`config.mk`:
```
export PLATFORM = sky130hd
export DESIGN_NAME = overstrike_text_to_html_flat
export DESIGN_NICKNAME = d
export VERILOG_FILES = /design/src/ovs_pkg.sv /design/src/ovs_text_if.sv /design/src/ovs_html_if.sv /design/src/overstrike_text_to_html.sv /design/src/flat_wrapper.sv
export SDC_FILE = /design/constraint.sdc
export NUM_CORES = 1
export LEC_CHECK = 0
export BUFFER_PORTS_ARGS = -buffer_cell sky130_fd_sc_hd__buf_2
export CAP_MARGIN = 20
export CORE_ASPECT_RATIO = 1.1
export CORE_MARGIN = 2
export CORE_UTILIZATION = 29
export CTS_CLUSTER_SIZE = 12
export DETAILED_ROUTE_END_ITERATION = 7
export MAX_ROUTING_LAYER = met4
export PLACE_DENSITY = 0.43
export SLEW_MARGIN = 0
export SYNTH_ARGS = -nofsm -noshare
export SYNTH_HDL_FRONTEND = slang
export SYNTH_SLANG_ARGS = --single-unit
```
`constraint.sdc`:
```
create_clock -name clk -period 4.32 [get_ports clk]
set_input_delay 0.864 -clock clk [delete_from_list [all_inputs] [get_ports clk]]
set_output_delay 0.864 -clock clk [all_outputs]
set_load 0.02 [all_outputs]
```
`src/ovs_pkg.sv`:
```
`default_nettype none

package ovs_pkg;

	localparam int BYTE_W = 8;
	typedef logic [BYTE_W-1:0] byte_t;

	// Longest fixed text is the footer plus its newline
	localparam int TXT_BYTES = 21;
	localparam int TXT_W     = TXT_BYTES * BYTE_W;
	typedef logic [TXT_W-1:0] text_t;
	typedef logic [4:0]       tlen_t;

	// Text styles
	typedef logic [1:0] style_t;
	localparam style_t STY_ROMAN  = 2'd0;
	localparam style_t STY_ITALIC = 2'd1;
	localparam style_t STY_BOLD   = 2'd2;

	// Parser modes
	typedef logic [1:0] mode_t;
	localparam mode_t MODE_TEXT = 2'd0;
	localparam mode_t MODE_ESC  = 2'd1;
	localparam mode_t MODE_CSI  = 2'd2;
	localparam mode_t MODE_BS   = 2'd3;

	// Input bytes with a meaning of their own
	localparam byte_t CH_NL       = 8'h0A;
	localparam byte_t CH_ESC      = 8'h1B;
	localparam byte_t CH_BS       = 8'h08;
	localparam byte_t CH_US       = 8'h5F;
	localparam byte_t CH_LBRACKET = 8'h5B;
	localparam byte_t CSI_FINAL   = 8'h40;
	localparam byte_t CH_LT       = 8'h3C;
	localparam byte_t CH_GT       = 8'h3E;
	localparam byte_t CH_AMP      = 8'h26;
	localparam byte_t CH_AUML_U   = 8'hC4;
	localparam byte_t CH_OUML_U   = 8'hD6;
	localparam byte_t CH_UUML_U   = 8'hDC;
	localparam byte_t CH_AUML_L   = 8'hE4;
	localparam byte_t CH_OUML_L   = 8'hF6;
	localparam byte_t CH_UUML_L   = 8'hFC;
	localparam byte_t CH_SZLIG    = 8'hDF;

	// How the written character is rendered
	typedef logic [3:0] chr_t;
	localparam chr_t CHR_NONE   = 4'd0;
	localparam chr_t CHR_LIT    = 4'd1;
	localparam chr_t CHR_LT     = 4'd2;
	localparam chr_t CHR_GT     = 4'd3;
	localparam chr_t CHR_AMP    = 4'd4;
	localparam chr_t CHR_AUML_U = 4'd5;
	localparam chr_t CHR_OUML_U = 4'd6;
	localparam chr_t CHR_UUML_U = 4'd7;
	localparam chr_t CHR_AUML_L = 4'd8;
	localparam chr_t CHR_OUML_L = 4'd9;
	localparam chr_t CHR_UUML_L = 4'd10;
	localparam chr_t CHR_SZLIG  = 4'd11;

	// Output segments, in emission order
	typedef logic [2:0] seg_t;
	localparam seg_t SEG_HDR   = 3'd0;
	localparam seg_t SEG_CLOSE = 3'd1;
	localparam seg_t SEG_OPEN  = 3'd2;
	localparam seg_t SEG_CHR   = 3'd3;
	localparam seg_t SEG_FTR   = 3'd4;
	localparam seg_t SEG_NONE  = 3'd5;

	// Fixed texts, right aligned
	localparam text_t TXT_HDR       = text_t'("<HTML><BODY><PRE>");
	localparam text_t TXT_FTR       = text_t'("</PRE></BODY></HTML>\n");
	localparam text_t TXT_EM_OPEN   = text_t'("<EM>");
	localparam text_t TXT_EM_CLOSE  = text_t'("</EM>");
	localparam text_t TXT_ST_OPEN   = text_t'("<STRONG>");
	localparam text_t TXT_ST_CLOSE  = text_t'("</STRONG>");
	localparam text_t TXT_LT        = text_t'("&lt;");
	localparam text_t TXT_GT        = text_t'("&gt;");
	localparam text_t TXT_AMP       = text_t'("&amp;");
	localparam text_t TXT_AUML_U    = text_t'("&Auml;");
	localparam text_t TXT_OUML_U    = text_t'("&Ouml;");
	localparam text_t TXT_UUML_U    = text_t'("&Uuml;");
	localparam text_t TXT_AUML_L    = text_t'("&auml;");
	localparam text_t TXT_OUML_L    = text_t'("&ouml;");
	localparam text_t TXT_UUML_L    = text_t'("&uuml;");
	localparam text_t TXT_SZLIG     = text_t'("&szlig;");

	// Everything one item emits
	typedef struct packed {
		logic   hdr;
		style_t close_sel;
		style_t open_sel;
		chr_t   chr_code;
		byte_t  chr_lit;
		logic   ftr;
	} plan_t;

	typedef struct packed {
		text_t txt;
		tlen_t len;
	} segtxt_t;

	// Text and length of one segment of a plan (empty when length is zero)
	function automatic segtxt_t seg_text(input plan_t p, input seg_t s);
		segtxt_t r;
		r.txt = '0;
		r.len = '0;
		case (s)
			SEG_HDR: begin
				if (p.hdr) begin
					r.txt = TXT_HDR;
					r.len = 5'd17;
				end
			end
			SEG_CLOSE: begin
				case (p.close_sel)
					STY_ITALIC: begin r.txt = TXT_EM_CLOSE; r.len = 5'd5; end
					STY_BOLD:   begin r.txt = TXT_ST_CLOSE; r.len = 5'd9; end
					default: ;
				endcase
			end
			SEG_OPEN: begin
				case (p.open_sel)
					STY_ITALIC: begin r.txt = TXT_EM_OPEN; r.len = 5'd4; end
					STY_BOLD:   begin r.txt = TXT_ST_OPEN; r.len = 5'd8; end
					default: ;
				endcase
			end
			SEG_CHR: begin
				case (p.chr_code)
					CHR_LIT:    begin r.txt = text_t'(p.chr_lit); r.len = 5'd1; end
					CHR_LT:     begin r.txt = TXT_LT;     r.len = 5'd4; end
					CHR_GT:     begin r.txt = TXT_GT;     r.len = 5'd4; end
					CHR_AMP:    begin r.txt = TXT_AMP;    r.len = 5'd5; end
					CHR_AUML_U: begin r.txt = TXT_AUML_U; r.len = 5'd6; end
					CHR_OUML_U: begin r.txt = TXT_OUML_U; r.len = 5'd6; end
					CHR_UUML_U: begin r.txt = TXT_UUML_U; r.len = 5'd6; end
					CHR_AUML_L: begin r.txt = TXT_AUML_L; r.len = 5'd6; end
					CHR_OUML_L: begin r.txt = TXT_OUML_L; r.len = 5'd6; end
					CHR_UUML_L: begin r.txt = TXT_UUML_L; r.len = 5'd6; end
					CHR_SZLIG:  begin r.txt = TXT_SZLIG;  r.len = 5'd7; end
					default: ;
				endcase
			end
			SEG_FTR: begin
				if (p.ftr) begin
					r.txt = TXT_FTR;
					r.len = 5'd21;
				end
			end
			default: ;
		endcase
		return r;
	endfunction

	// First non-empty segment at or after 'from', SEG_NONE if there is none
	function automatic seg_t first_seg(input plan_t p, input seg_t from);
		seg_t    r;
		segtxt_t t;
		r = SEG_NONE;
		for (int k = int'(SEG_FTR); k >= 0; k--) begin
			t = seg_text(p, seg_t'(k));
			if (seg_t'(k) >= from && t.len != '0)
				r = seg_t'(k);
		end
		return r;
	endfunction

	// Rendering of a written character
	function automatic chr_t chr_code_of(input byte_t c);
		chr_t r;
		case (c)
			CH_LT:     r = CHR_LT;
			CH_GT:     r = CHR_GT;
			CH_AMP:    r = CHR_AMP;
			CH_AUML_U: r = CHR_AUML_U;
			CH_OUML_U: r = CHR_OUML_U;
			CH_UUML_U: r = CHR_UUML_U;
			CH_AUML_L: r = CHR_AUML_L;
			CH_OUML_L: r = CHR_OUML_L;
			CH_UUML_L: r = CHR_UUML_L;
			CH_SZLIG:  r = CHR_SZLIG;
			default:   r = CHR_LIT;
		endcase
		return r;
	endfunction

endpackage

`default_nettype wire

```
`src/ovs_text_if.sv`:
```
`default_nettype none

interface ovs_text_if import ovs_pkg::*; ();
	logic  valid;
	logic  ready;
	byte_t in_byte;
	logic  end_of_stream;

	modport source (output valid, output in_byte, output end_of_stream, input ready);
	modport sink   (input valid, input in_byte, input end_of_stream, output ready);
endinterface

`default_nettype wire

```
`src/ovs_html_if.sv`:
```
`default_nettype none

interface ovs_html_if import ovs_pkg::*; ();
	logic  valid;
	logic  ready;
	byte_t out_byte;
	logic  run_last;

	modport source (output valid, output out_byte, output run_last, input ready);
	modport sink   (input valid, input out_byte, input run_last, output ready);
endinterface

`default_nettype wire

```
`src/overstrike_text_to_html.sv`:
```
`default_nettype none

// Channel  Dir  Payload                         Handshake
// text     in   in_byte[7:0], end_of_stream     valid/ready
// html     out  out_byte[7:0], run_last         valid/ready
//
// One HTML byte leaves per cycle while html is ready; an item emits 0 to 41
// bytes, read out by the segment walker one byte a cycle unless html stalls.
// An item with no output is taken at once, back to back with the next one.
// The next item is taken in the cycle the last byte of the current one
// moves into the output register. Stalls on html hold that register and
// backpressure text. Reset clears parser state; no clearing pass.

module overstrike_text_to_html import ovs_pkg::*; (
	input  wire logic clk,
	input  wire logic arst_n,
	ovs_text_if.sink  text,
	ovs_html_if.source html
);

	// Parser state
	byte_t  held_char_q;
	style_t held_style_q;
	style_t open_style_q;
	logic [1:0] nl_run_q;
	mode_t  mode_q;
	logic   hdr_done_q;

	// Segment walker
	plan_t  plan_s1;
	logic   plan_v_s1;
	seg_t   seg_s1;
	tlen_t  off_s1;

	// Output register
	logic   out_v_q;
	byte_t  out_byte_q;
	logic   run_last_q;

	plan_t   plan_in;
	seg_t    first_in;
	logic    do_write;
	logic    accept;
	segtxt_t cur;
	seg_t    nxt;
	tlen_t   pos;
	logic    seg_end;
	logic    is_last;
	logic    can_emit;
	byte_t   cur_byte;

	// Plan of the incoming item
	always_comb begin
		do_write = text.end_of_stream ||
			(mode_q == MODE_TEXT && text.in_byte != CH_ESC && text.in_byte != CH_BS);
		plan_in           = '0;
		plan_in.hdr       = !hdr_done_q;
		plan_in.ftr       = text.end_of_stream;
		plan_in.close_sel = STY_ROMAN;
		plan_in.open_sel  = STY_ROMAN;
		plan_in.chr_code  = CHR_NONE;
		plan_in.chr_lit   = held_char_q;
		if (do_write) begin
			if (held_style_q != open_style_q) begin
				plan_in.close_sel = open_style_q;
				plan_in.open_sel  = held_style_q;
			end
			if (held_char_q == CH_NL && nl_run_q > 2'd1)
				plan_in.chr_code = CHR_NONE;
			else
				plan_in.chr_code = chr_code_of(held_char_q);
		end
		first_in = first_seg(plan_in, SEG_HDR);
	end

	// Current byte of the walker
	always_comb begin
		cur      = seg_text(plan_s1, seg_s1);
		pos      = cur.len - 5'd1 - off_s1;
		cur_byte = cur.txt[{pos, 3'b000} +: BYTE_W];
		seg_end  = (off_s1 == cur.len - 5'd1);
		nxt      = first_seg(plan_s1, seg_t'(seg_s1 + 3'd1));
		is_last  = seg_end && nxt == SEG_NONE;
		can_emit = plan_v_s1 && (!out_v_q || html.ready);
	end

	assign text.ready = !plan_v_s1 || (can_emit && is_last);
	assign accept     = text.valid && text.ready;

	// Parser state update
	always_ff @(posedge clk or negedge arst_n) begin
		if (!arst_n) begin
			held_char_q  <= CH_NL;
			held_style_q <= STY_ROMAN;
			open_style_q <= STY_ROMAN;
			nl_run_q     <= 2'd0;
			mode_q       <= MODE_TEXT;
			hdr_done_q   <= 1'b0;
		end else if (accept) begin
			if (text.end_of_stream) begin
				held_char_q  <= CH_NL;
				held_style_q <= STY_ROMAN;
				open_style_q <= STY_ROMAN;
				nl_run_q     <= 2'd0;
				mode_q       <= MODE_TEXT;
				hdr_done_q   <= 1'b0;
			end else begin
				hdr_done_q <= 1'b1;
				unique case (mode_q)
					MODE_ESC: begin
						mode_q <= (text.in_byte == CH_LBRACKET) ? MODE_CSI : MODE_TEXT;
					end
					MODE_CSI: begin
						if (text.in_byte >= CSI_FINAL)
							mode_q <= MODE_TEXT;
					end
					MODE_BS: begin
						mode_q <= MODE_TEXT;
						if (held_char_q == CH_US) begin
							held_char_q  <= text.in_byte;
							held_style_q <= STY_ITALIC;
						end else if (text.in_byte == held_char_q) begin
							held_style_q <= STY_BOLD;
						end else begin
							held_char_q <= text.in_byte;
						end
					end
					default: begin
						if (text.in_byte == CH_ESC) begin
							mode_q <= MODE_ESC;
						end else if (text.in_byte == CH_BS) begin
							mode_q <= MODE_BS;
						end else begin
							open_style_q <= held_style_q;
							if (held_char_q == CH_NL) begin
								if (nl_run_q <= 2'd1)
									nl_run_q <= nl_run_q + 2'd1;
							end else begin
								nl_run_q <= 2'd0;
							end
							held_char_q  <= text.in_byte;
							held_style_q <= STY_ROMAN;
						end
					end
				endcase
			end
		end
	end

	// Walker control
	always_ff @(posedge clk or negedge arst_n) begin
		if (!arst_n) begin
			plan_v_s1 <= 1'b0;
			seg_s1    <= SEG_HDR;
			off_s1    <= '0;
		end else if (accept) begin
			plan_v_s1 <= (first_in != SEG_NONE);
			seg_s1    <= first_in;
			off_s1    <= '0;
		end else if (can_emit) begin
			if (is_last) begin
				plan_v_s1 <= 1'b0;
			end else if (seg_end) begin
				seg_s1 <= nxt;
				off_s1 <= '0;
			end else begin
				off_s1 <= off_s1 + 5'd1;
			end
		end
	end

	// Walker plan payload
	always_ff @(posedge clk) begin
		if (accept)
			plan_s1 <= plan_in;
	end

	// Output register
	always_ff @(posedge clk or negedge arst_n) begin
		if (!arst_n) begin
			out_v_q <= 1'b0;
		end else if (can_emit) begin
			out_v_q <= 1'b1;
		end else if (html.ready) begin
			out_v_q <= 1'b0;
		end
	end

	always_ff @(posedge clk) begin
		if (can_emit) begin
			out_byte_q <= cur_byte;
			run_last_q <= is_last;
		end
	end

	assign html.valid    = out_v_q;
	assign html.out_byte = out_byte_q;
	assign html.run_last = run_last_q;

endmodule

`default_nettype wire

```
`src/flat_wrapper.sv`:
```
// flat-port wrapper written by rule: the top's interface ports become plain ports
module overstrike_text_to_html_flat import ovs_pkg::*;
  (clk, arst_n, text_valid, text_in_byte, text_end_of_stream, text_ready, html_valid, html_out_byte, html_run_last, html_ready);
  ovs_text_if text_i ();
  ovs_html_if html_i ();
  input  wire logic clk;
  input  wire logic arst_n;
  input wire logic [$bits(text_i.valid)-1:0] text_valid;
  input wire logic [$bits(text_i.in_byte)-1:0] text_in_byte;
  input wire logic [$bits(text_i.end_of_stream)-1:0] text_end_of_stream;
  output wire logic [$bits(text_i.ready)-1:0] text_ready;
  output wire logic [$bits(html_i.valid)-1:0] html_valid;
  output wire logic [$bits(html_i.out_byte)-1:0] html_out_byte;
  output wire logic [$bits(html_i.run_last)-1:0] html_run_last;
  input wire logic [$bits(html_i.ready)-1:0] html_ready;
  assign text_i.valid = text_valid;
  assign text_i.in_byte = text_in_byte;
  assign text_i.end_of_stream = text_end_of_stream;
  assign text_ready = text_i.ready;
  assign html_valid = html_i.valid;
  assign html_out_byte = html_i.out_byte;
  assign html_run_last = html_i.run_last;
  assign html_i.ready = html_ready;
  overstrike_text_to_html u_core (.clk(clk), .arst_n(arst_n), .text(text_i), .html(html_i));
endmodule
```
# --- Yosys cells after proc, flatten, opt, wreduce, memory -nomap -nowiden ---
# Index checks and enable logic that the tools add are counted.
totals:
  reg_bits: 54
  word_cells: 214
classes:
  addsub: 5
  n_lt_le_gt_ge: 8
  n_eq_ne: 70
  n_shift: 1
  mux: 67
  reduce_logical: 45
ops:
  columns: ["op", "count"]
  rows:
  - ["$pmux 173 s5", 1]
  - ["$pmux 59 s11", 1]
  - ["$mux 171", 1]
  - ["$shiftx 168x9->8", 1]
  - ["$pmux 75 s2", 1]
  - ["$mux 139", 1]
  - ["$pmux 67 s2", 1]
  - ["$eq 8x8->1 const B", 7]
  - ["$reduce_bool 5->1", 10]
  - ["$mux 8", 6]
  - ["$mux 2", 20]
  - ["$pmux 4 s10", 1]
  - ["$mux 3", 12]
  - ["$pmux 3 s11", 1]
  - ["$eq 4x3->1 const B", 8]
  - ["$eq 4x4->1 const B", 8]
  - ["$mux 5", 6]
  - ["$eq 8x6->1 const B", 3]
  - ["$eq 4x2->1 const B", 4]
  - ["$eq 8x4->1 const B", 2]
  - ["$eq 8x7->1 const B", 2]
  - ["$pmux 4 s2", 2]
  - ["$pmux 8 s2", 1]
  - ["$reduce_and 5->1", 3]
  - ["45 further kinds", 93]

# --- Longest topological paths before layout ---
# Gate-level depths: netlist (run 1).
logic_depth:
  word_depth: 15
  mapped_depth: 17

# --- Least setup slack after synthesis (run 1) ---
# No wires, ideal clock.
synth_path:
  path_type: "flip-flop to output port"
  from: "register u_core.seg_s1[0]"
  to: "output port text_ready"
  arrival_time_ns: 3.317
  setup_slack_ns: 0.139
  stages_incl_launch_ff: 13
  cell_sequence: "dfrtp_1 ha_1 ha_1 buf_2 clkbuf_1 a211oi_1 ha_1 xnor2_1 ha_1 nand4_1 or2_2 clkbuf_1 o31ai_1"
synth_between:
  elab_chain_len: 12
  elab_cells_between_ends: 28
  cone_classes: "add/sub: 2; order compare: 5; eq/ne: 6; mux: 6; reduce/logical: 9"
synth_lines:
  columns: ["element", "line_no", "rtl"]
  rows:
  - ["start: declaration", "overstrike_text_to_html.sv:32", "seg_t seg_s1;"]
  - ["start signal: assignment", "overstrike_text_to_html.sv:158", "seg_s1 <= first_in;"]
  - ["start signal: assignment", "overstrike_text_to_html.sv:164", "seg_s1 <= nxt;"]
  - ["$add 3x1->3", "overstrike_text_to_html.sv:82", "nxt = first_seg(plan_s1, seg_t'(seg_s1 + 3'd1));"]
  - ["$ge 3x3->1", "ovs_pkg.sv:162", "if (seg_t'(k) >= from && t.len != '0)"]
  - ["$logic_and 1x1->1", "ovs_pkg.sv:162", null]
  - ["$mux 1", "ovs_pkg.sv:162", null]
  - ["$mux 3 (4 in series)", "ovs_pkg.sv:162", null]
  - ["$eq 3x3->1", "overstrike_text_to_html.sv:83", "is_last = seg_end && nxt == SEG_NONE;"]
  - ["$logic_and 1x1->1 (*)", "overstrike_text_to_html.sv:83", null]
  - ["$logic_and 1x1->1 (*)", "overstrike_text_to_html.sv:87", "assign text.ready = !plan_v_s1 || (can_emit && is_last);"]
  - ["$logic_or 1x1->1 (*)", "overstrike_text_to_html.sv:87", null]
  - ["end: declaration", "flat_wrapper.sv:11", "output wire logic [$bits(text_i.ready)-1:0] text_ready;"]
# Mark *: on every way between the ends. The rest lies on a longest branch, timed or not.

# --- Worst setup path in the final report (run 1) ---
# Ends and elaborated chain as after synthesis.

==> reports/qor.txt, run 1 <==
Outcome: complete, no violations
Area growth from synthesis to layout: 14.76%
RR Startpoint: u_core.seg_s1[0]$_DFFE_PN0P_
Clk_lat worst skew: 0.31 ns
F_max: 243.0 MHz
Via count: 4672
Vias per inst: 5.649
GRT overflow: 0
Routed Antenna Nets: 0
Vias in the first global route: 4496
Site row count: 49
Maxcap violations: 0
Critical path start-end classification: reg -> out
ANT cells: 0
Crit Path Max Fanout: 6
Total clock sinks: 54
Fin crit share: 0.9526
Finished Layout Cells: 827
Overall routing resource usage: 0.1778
Final slew viol count: 0
# port buffers: 23
H-Tree Depth: 2
Clk buf depth: 2
Slew at the pin closest to its max-slew limit: 0.9386 ns
Gate count of the mapped netlist: 592
Drt first pass iters: 5
CTS Buf Count: 5
Layout cells sized above 1: 0.1541
Hold Vio Cnt, Final: 0
Avg Inst Size Synth: 8.091 µm²
Ports: 24
Warnings, synthesis: 0
Max_slew headroom: 0.3701
Synth Register Bits: 54
Post-synth cell types: 77
Ys async rst share: 0.5000
Starting Density: 0.2948
Die width: 126.5 µm
Post-synthesis net count: 627
CP Capture Type: output pin
Hold endpoint: u_core.nl_run_q[0]$_DFFE_PN0P_
First-pass GRT wire length: 24.38 mm
Final setup vio count: 0
R2r setup slk: 0.46 ns
Crit path arrival time: 3.25 ns
Seq/Total Area, Yosys: 0.3109
Post-route DRC violation count: 0
HP Start: u_core.nl_run_q[0]$_DFFE_PN0P_
Dpl cells: 817
Crit start category: flip-flop
Drt initial violations: 363
Post-DP HPWL: 11.53 mm
Skew final: 0.01259 ns
FF-to-FF End: u_core.html.out_byte[4]$_DFFE_PP_
Root Driver: clkbuf_16
Pin count of the biggest net entering global routing: 28
Critical Path RT: 3.46 ns
CTS tree: built
Routed len/inst: 18.32 µm
Reg2Reg Depth: 14
WL final: 15.15 mm
Die area: 17560 µm²
# nets final: 657
RePlAce Congestion: 0.9332
RSZ-0062 raised after global routing: no
Top_reg_cell synth: edfxtp_1
Hold depth: 1
Synthesized cell area: 4790 µm²
Period minus WS final: 4.115 ns
Final TNS setup: 0 ns
Core footprint: 16250 µm²
Post-synth EDFFs: 27
Reg clk slew, reported paths: 0.08 ns
Hold WC Path Type: reg -> reg
Die H: 138.8 µm
Initial antenna violation count: 0
CTS Hold Bufs: 0
## worst max-delay path, cell delays in order, from the launching register on
cell and delay [ns]:
dfrtp_2 0.45, ha_1 0.21, ha_1 0.27, a21bo_4 0.23, nor2_2 0.05, nor3_2 0.20, nand2_1 0.09, xnor2_1 0.14
ha_1 0.36, nand4_1 0.14, or2_2 0.37, o31ai_2 0.24, buf_4 0.19
## placed cells by master (no fill, tap or decap), types with 14 or more instances in the layout
cell,synthesis,layout
buf_4,1,38
buf_2,9,22
nand3_1,17,17
o21ai_0,56,56
inv_1,30,30
a21oi_1,46,46
a31oi_1,14,14
nand2_1,52,52
edfxtp_1,27,27
ha_1,21,19
nor2_1,52,52
dfrtp_1,25,24
## state kept, by name (all words and copies together), names as in the netlist
name and count:
u_core.plan_s1 18, u_core.held_char_q 8, u_core.html.out_byte 8, u_core.off_s1 5, u_core.seg_s1 3, u_core.held_style_q 2, u_core.mode_q 2, u_core.nl_run_q 2
u_core.open_style_q 2, u_core.hdr_done_q 1, u_core.html.run_last 1, u_core.html.valid 1, u_core.plan_v_s1 1
## layer usage
metal,part of all wire,global-route usage,up-vias
li1,-,-,2267
met1,0.44,0.2232,2222
met2,0.50,0.2975,157
met3,0.043,0.02006,26
met4,0.018,0.05899,0
met5,0,-,-
## final cells by class
class | count | area, µm²
Clock buffer | 6 | 150.1
Clock inverter | 2 | 17.52
Fill cell | 1686 | 10750
Inverter | 31 | 116.4
Multi-Input combinational cell | 469 | 3052
Sequential cell | 54 | 1490
Tap cell | 204 | 255.2
Timing Repair Buffer | 61 | 415.4
## Yosys cell counts, types with 3 or more instances
library cell / instances / area (µm²)
nor2_1: 52 / 195.2
nand3b_1: 4 / 30.03
xor2_1: 13 / 113.9
nor4b_1: 3 / 26.28
inv_1: 30 / 112.6
o211ai_1: 9 / 67.56
o41ai_1: 6 / 52.55
nor4_1: 5 / 31.28
a32oi_1: 4 / 35.03
nand2b_1: 12 / 75.07
dfrtp_1: 25 / 625.6
buf_1: 4 / 15.01
mux2_2: 3 / 33.78
o21ai_0: 56 / 280.3
o22ai_1: 7 / 43.79
o31a_1: 5 / 43.79
a32o_1: 3 / 30.03
nor3_1: 14 / 70.07
clkbuf_1: 24 / 90.09
edfxtp_1: 27 / 810.8
buf_2: 9 / 45.04
or4_1: 3 / 22.52
and2_1: 5 / 31.28
and3_1: 4 / 25.02
nand2_1: 52 / 195.2
a211oi_1: 7 / 52.55
xnor2_1: 12 / 105.1
a22oi_1: 4 / 30.03
ha_1: 21 / 262.8
a311oi_1: 3 / 26.28
nor2b_1: 12 / 75.07
o31ai_1: 8 / 60.06
nand4b_1: 3 / 26.28
a21oi_1: 46 / 230.2
o21ai_1: 3 / 15.01
a31oi_1: 14 / 87.58
nand4_1: 5 / 31.28
nand3_1: 17 / 85.08
a21o_1: 4 / 30.03
## stage by stage
stage	hold WS [ns]	utilization	area [µm²]	setup slack, ns
finish	0.5136	0.3383	5497	0.2050
global route	0.5239	0.3383	5497	0.002123
detailed placement	0.5052	0.3253	5285	0.2030
global placement	0.5023	0.3253	5285	0.2844
CTS	0.5168	0.3365	5468	0.04105
floorplan	0.4231	-	4790	0.1387
## kinds of logic (layout without fill, tap and decap cells)
logic type / Yosys count / count (layout) / share of synthesized area
compound gates: 208 / 208 / 0.2819
xor+xnor: 26 / 26 / 0.04911
buf+inv: 69 / 100 / 0.05721
flops: 54 / 54 / 0.3109
mux: 6 / 6 / 0.01646
simple gates: 207 / 207 / 0.2254
fa+ha+maj: 22 / 22 / 0.05904
## worst max-delay path by stage
| stage | endpoint | cells after the start | from | slack, ns |
|---|---|---|---|---|
| 2_1_floorplan | text_ready | 12 | u_core.seg_s1[0]$_DFFE_PN0P_ | 0.14 |
| 3_3_place_gp | u_core.html.out_byte[4]$_DFFE_PP_ | 14 | u_core.seg_s1[0]$_DFFE_PN0P_ | 0.28 |
| 3_5_place_dp | text_ready | 12 | u_core.seg_s1[0]$_DFFE_PN0P_ | 0.20 |
| 4_1_cts | text_ready | 12 | u_core.seg_s1[0]$_DFFE_PN0P_ | 0.04 |
| 5_1_grt | text_ready | 12 | u_core.seg_s1[0]$_DFFE_PN0P_ | 0.002 |
| 6_report | text_ready | 12 | u_core.seg_s1[0]$_DFFE_PN0P_ | 0.20 |
## repair_timing
action / in CTS / in global routing
gates resized for setup: 3 / 5
pin swaps: 0 / 1
setup endpoints to repair: 1 / 1
buffers inserted: 0 / 2
Power of run 1 is left out: the tool's default activity adds up to more than one toggle a clock period on the data nets, which glitch-free logic cannot reach.
==> run 2: changes to the inputs <==
Clock period 4.32 ns to 4.6 ns, I/O delays scaled along.
==> run 2 against run 1 <==
Clock skew grew 0.0015 ns. Non-clock buffer count shrank 18. First-iteration DRC count shrank 21%. Clock-buffer cell count shrank 1. Worst hold slack lost 0.0070 ns. Sequential share of layout area grew 0.80 points. Critical path type unchanged. Sequential cell count is the same. Wire length shrank 2.0%. Worst setup slack gained 0.045 ns. Critical path depth shrank 1. Cell count shrank 2.2%.
==> reports/qor.txt, run 2 (synthesis results as in run 1) <==
WL final: 14.84 mm (-2.0%)
Max reg flops: 18 (unchanged)
# port buffers: 23 (unchanged)
Routed Antenna Nets: 0 (unchanged)
RSZ-0062 raised after global routing: no
Hold Vio Cnt, Final: 0 (unchanged)
Starting Density: 0.2948 (unchanged)
# nets final: 639 (-2.7%)
Root Driver: clkbuf_16
Routed len/inst: 18.35 µm (+0.16%)
Crit start category: flip-flop
Clk buf depth: 2 (unchanged)
CTS Hold Bufs: 0 (unchanged)
Drt initial violations: 287 (-21%)
Critical Path Most Common Cell: ha_1
F_max: 229.9 MHz
Skew final: 0.01409 ns (+0.001501 ns)
Crit Path Max Fanout: 13 (+7)
Ports: 24 (unchanged)
Via count: 4588 (-1.8%)
Drt first pass iters: 5 (unchanged)
Period minus WS final: 4.350 ns
CP Capture Type: output pin
Post-route DRC violation count: 0 (unchanged)
Max_slew headroom: 0.3641 (-0.005959)
Total clock sinks: 54 (unchanged)
Area growth from synthesis to layout: 11.39%
Hold WC Path Type: reg -> reg
Initial antenna violation count: 0 (unchanged)
Vias in the first global route: 4416 (-1.8%)
GRT overflow: 0 (unchanged)
Vias per inst: 5.671 (+0.39%)
Die width: 126.5 µm (unchanged)
Outcome: complete, no violations
Most common cell after layout, fill and taps aside: o21ai_0
Final TNS setup: 0 ns (unchanged)
Worst path cell trace: nand2b_1 -> nor2_1 -> o21ai_0 -> buf_4 -> ha_1 -> xnor2_1 -> ha_1 -> nand4_1 -> or2_2 -> o31ai_2 -> buf_2
Reg clk slew, reported paths: 0.08 ns (about the same)
Site row count: 49 (unchanged)
Die H: 138.8 µm (unchanged)
Clk_lat worst skew: 0.32 ns (about the same)
Post-DP HPWL: 11.23 mm (-2.6%)
Maxcap violations: 0 (unchanged)
Most frequent cells in the layout: o21ai_0, nor2_1, nand2_1
RePlAce Congestion: 0.9324 (about the same)
H-Tree Depth: 2 (unchanged)
Slew at the pin closest to its max-slew limit: 0.9475 ns (+0.008879 ns)
Final setup vio count: 0 (unchanged)
Core footprint: 16250 µm² (unchanged)
Critical path start-end classification: reg -> out
Reg with most FFs: u_core.plan_s1
Die area: 17560 µm² (unchanged)
CTS Buf Count: 5 (unchanged)
Worst stage delay on the critical path: 0.59 ns (+0.14 ns)
CTS tree: built
Critical Path RT: 3.68 ns (+0.22 ns)
Overall routing resource usage: 0.1741 (-0.003622)
Final slew viol count: 0 (unchanged)
Pin count of the biggest net entering global routing: 42 (+50%)
ANT cells: 0 (unchanged)
Fin crit share: 0.9457
Critical path's slowest cell: edfxtp_1
First-pass GRT wire length: 23.81 mm (-2.4%)
Crit path arrival time: 3.43 ns (+0.18 ns)
Layout cells sized above 1: 0.1273 (-0.02682)
## run 2: cell count changes in the layout (fill, tap and decap cells not counted), sizes merged
cell / previous run / this run
inv: 32 / 34
buf: 61 / 43
clkinv: 1 / 0
clkbuf: 6 / 5
## run 2: worst max-delay path: cells and delay by family (launching register included)
kind,cells,cell delay (ns)
fa+ha+maj,2,0.60
compound gates,2,0.34
xor+xnor,1,0.13
buf+inv,2,0.39
simple gates,4,1.06
flops,1,0.59
## run 2: worst paths after layout
check,from,cells after the start,to,slack (ns)
setup / recovery,u_core.plan_s1[12]$_DFFE_PP_,11,text_ready,0.25
hold / removal,u_core.nl_run_q[0]$_DFFE_PN0P_,1,u_core.nl_run_q[0]$_DFFE_PN0P_,0.51
setup reg to reg,u_core.plan_s1[12]$_DFFE_PP_,15,u_core.html.out_byte[1]$_DFFE_PP_,0.56
hold reg to reg,u_core.nl_run_q[0]$_DFFE_PN0P_,1,u_core.nl_run_q[0]$_DFFE_PN0P_,0.51
max in group asynchronous,arst_n,1,u_core.held_char_q[0]$_DFFE_PN0P_,3.51
min in group asynchronous,arst_n,1,u_core.seg_s1[1]$_DFFE_PN0P_,0.64
## run 2: final cells by class
type	instances	area (µm²)
Multi-Input combinational cell	469	3058
Tap cell	204	255.2
Clock buffer	5	125.1
Sequential cell	54	1489
Fill cell	1721	10910
Inverter	31	116.4
Timing Repair Buffer	43	265.3
Clock inverter	3	26.28
## run 2: metal layers
metal,vias up,part of all wire,global-route usage
met4,0,0.038,0.08039
met1,2199,0.43,0.2126
met2,123,0.50,0.2888
met3,32,0.032,0.01775
li1,2234,-,-
met5,-,0,-
## run 2: per-stage QoR
| step | area (µm²) | cells | utilization | hold slack (ns) | setup slack (ns) |
|---|---|---|---|---|---|
| floorplan | 4790 | 592 | - | 0.4231 | 0.3627 |
| global placement | 5137 | 799 | 0.3162 | 0.4903 | 0.3980 |
| detailed placement | 5137 | 799 | 0.3162 | 0.5011 | 0.2609 |
| CTS | 5299 | 807 | 0.3261 | 0.5130 | 0.02904 |
| global route | 5335 | 809 | 0.3284 | 0.5719 | 0.01116 |
| finish | 5335 | 809 | 0.3284 | 0.5066 | 0.2497 |
## run 2: what timing repair did
action / 4_1_cts / 5_1_grt
endpoints found under the setup margin: 1 / 1
buffers inserted: 0 / 2
gates cloned: 0 / 0
gates resized for setup: 2 / 5
pin swaps: 0 / 1
Power of run 2 is left out for the same reason.
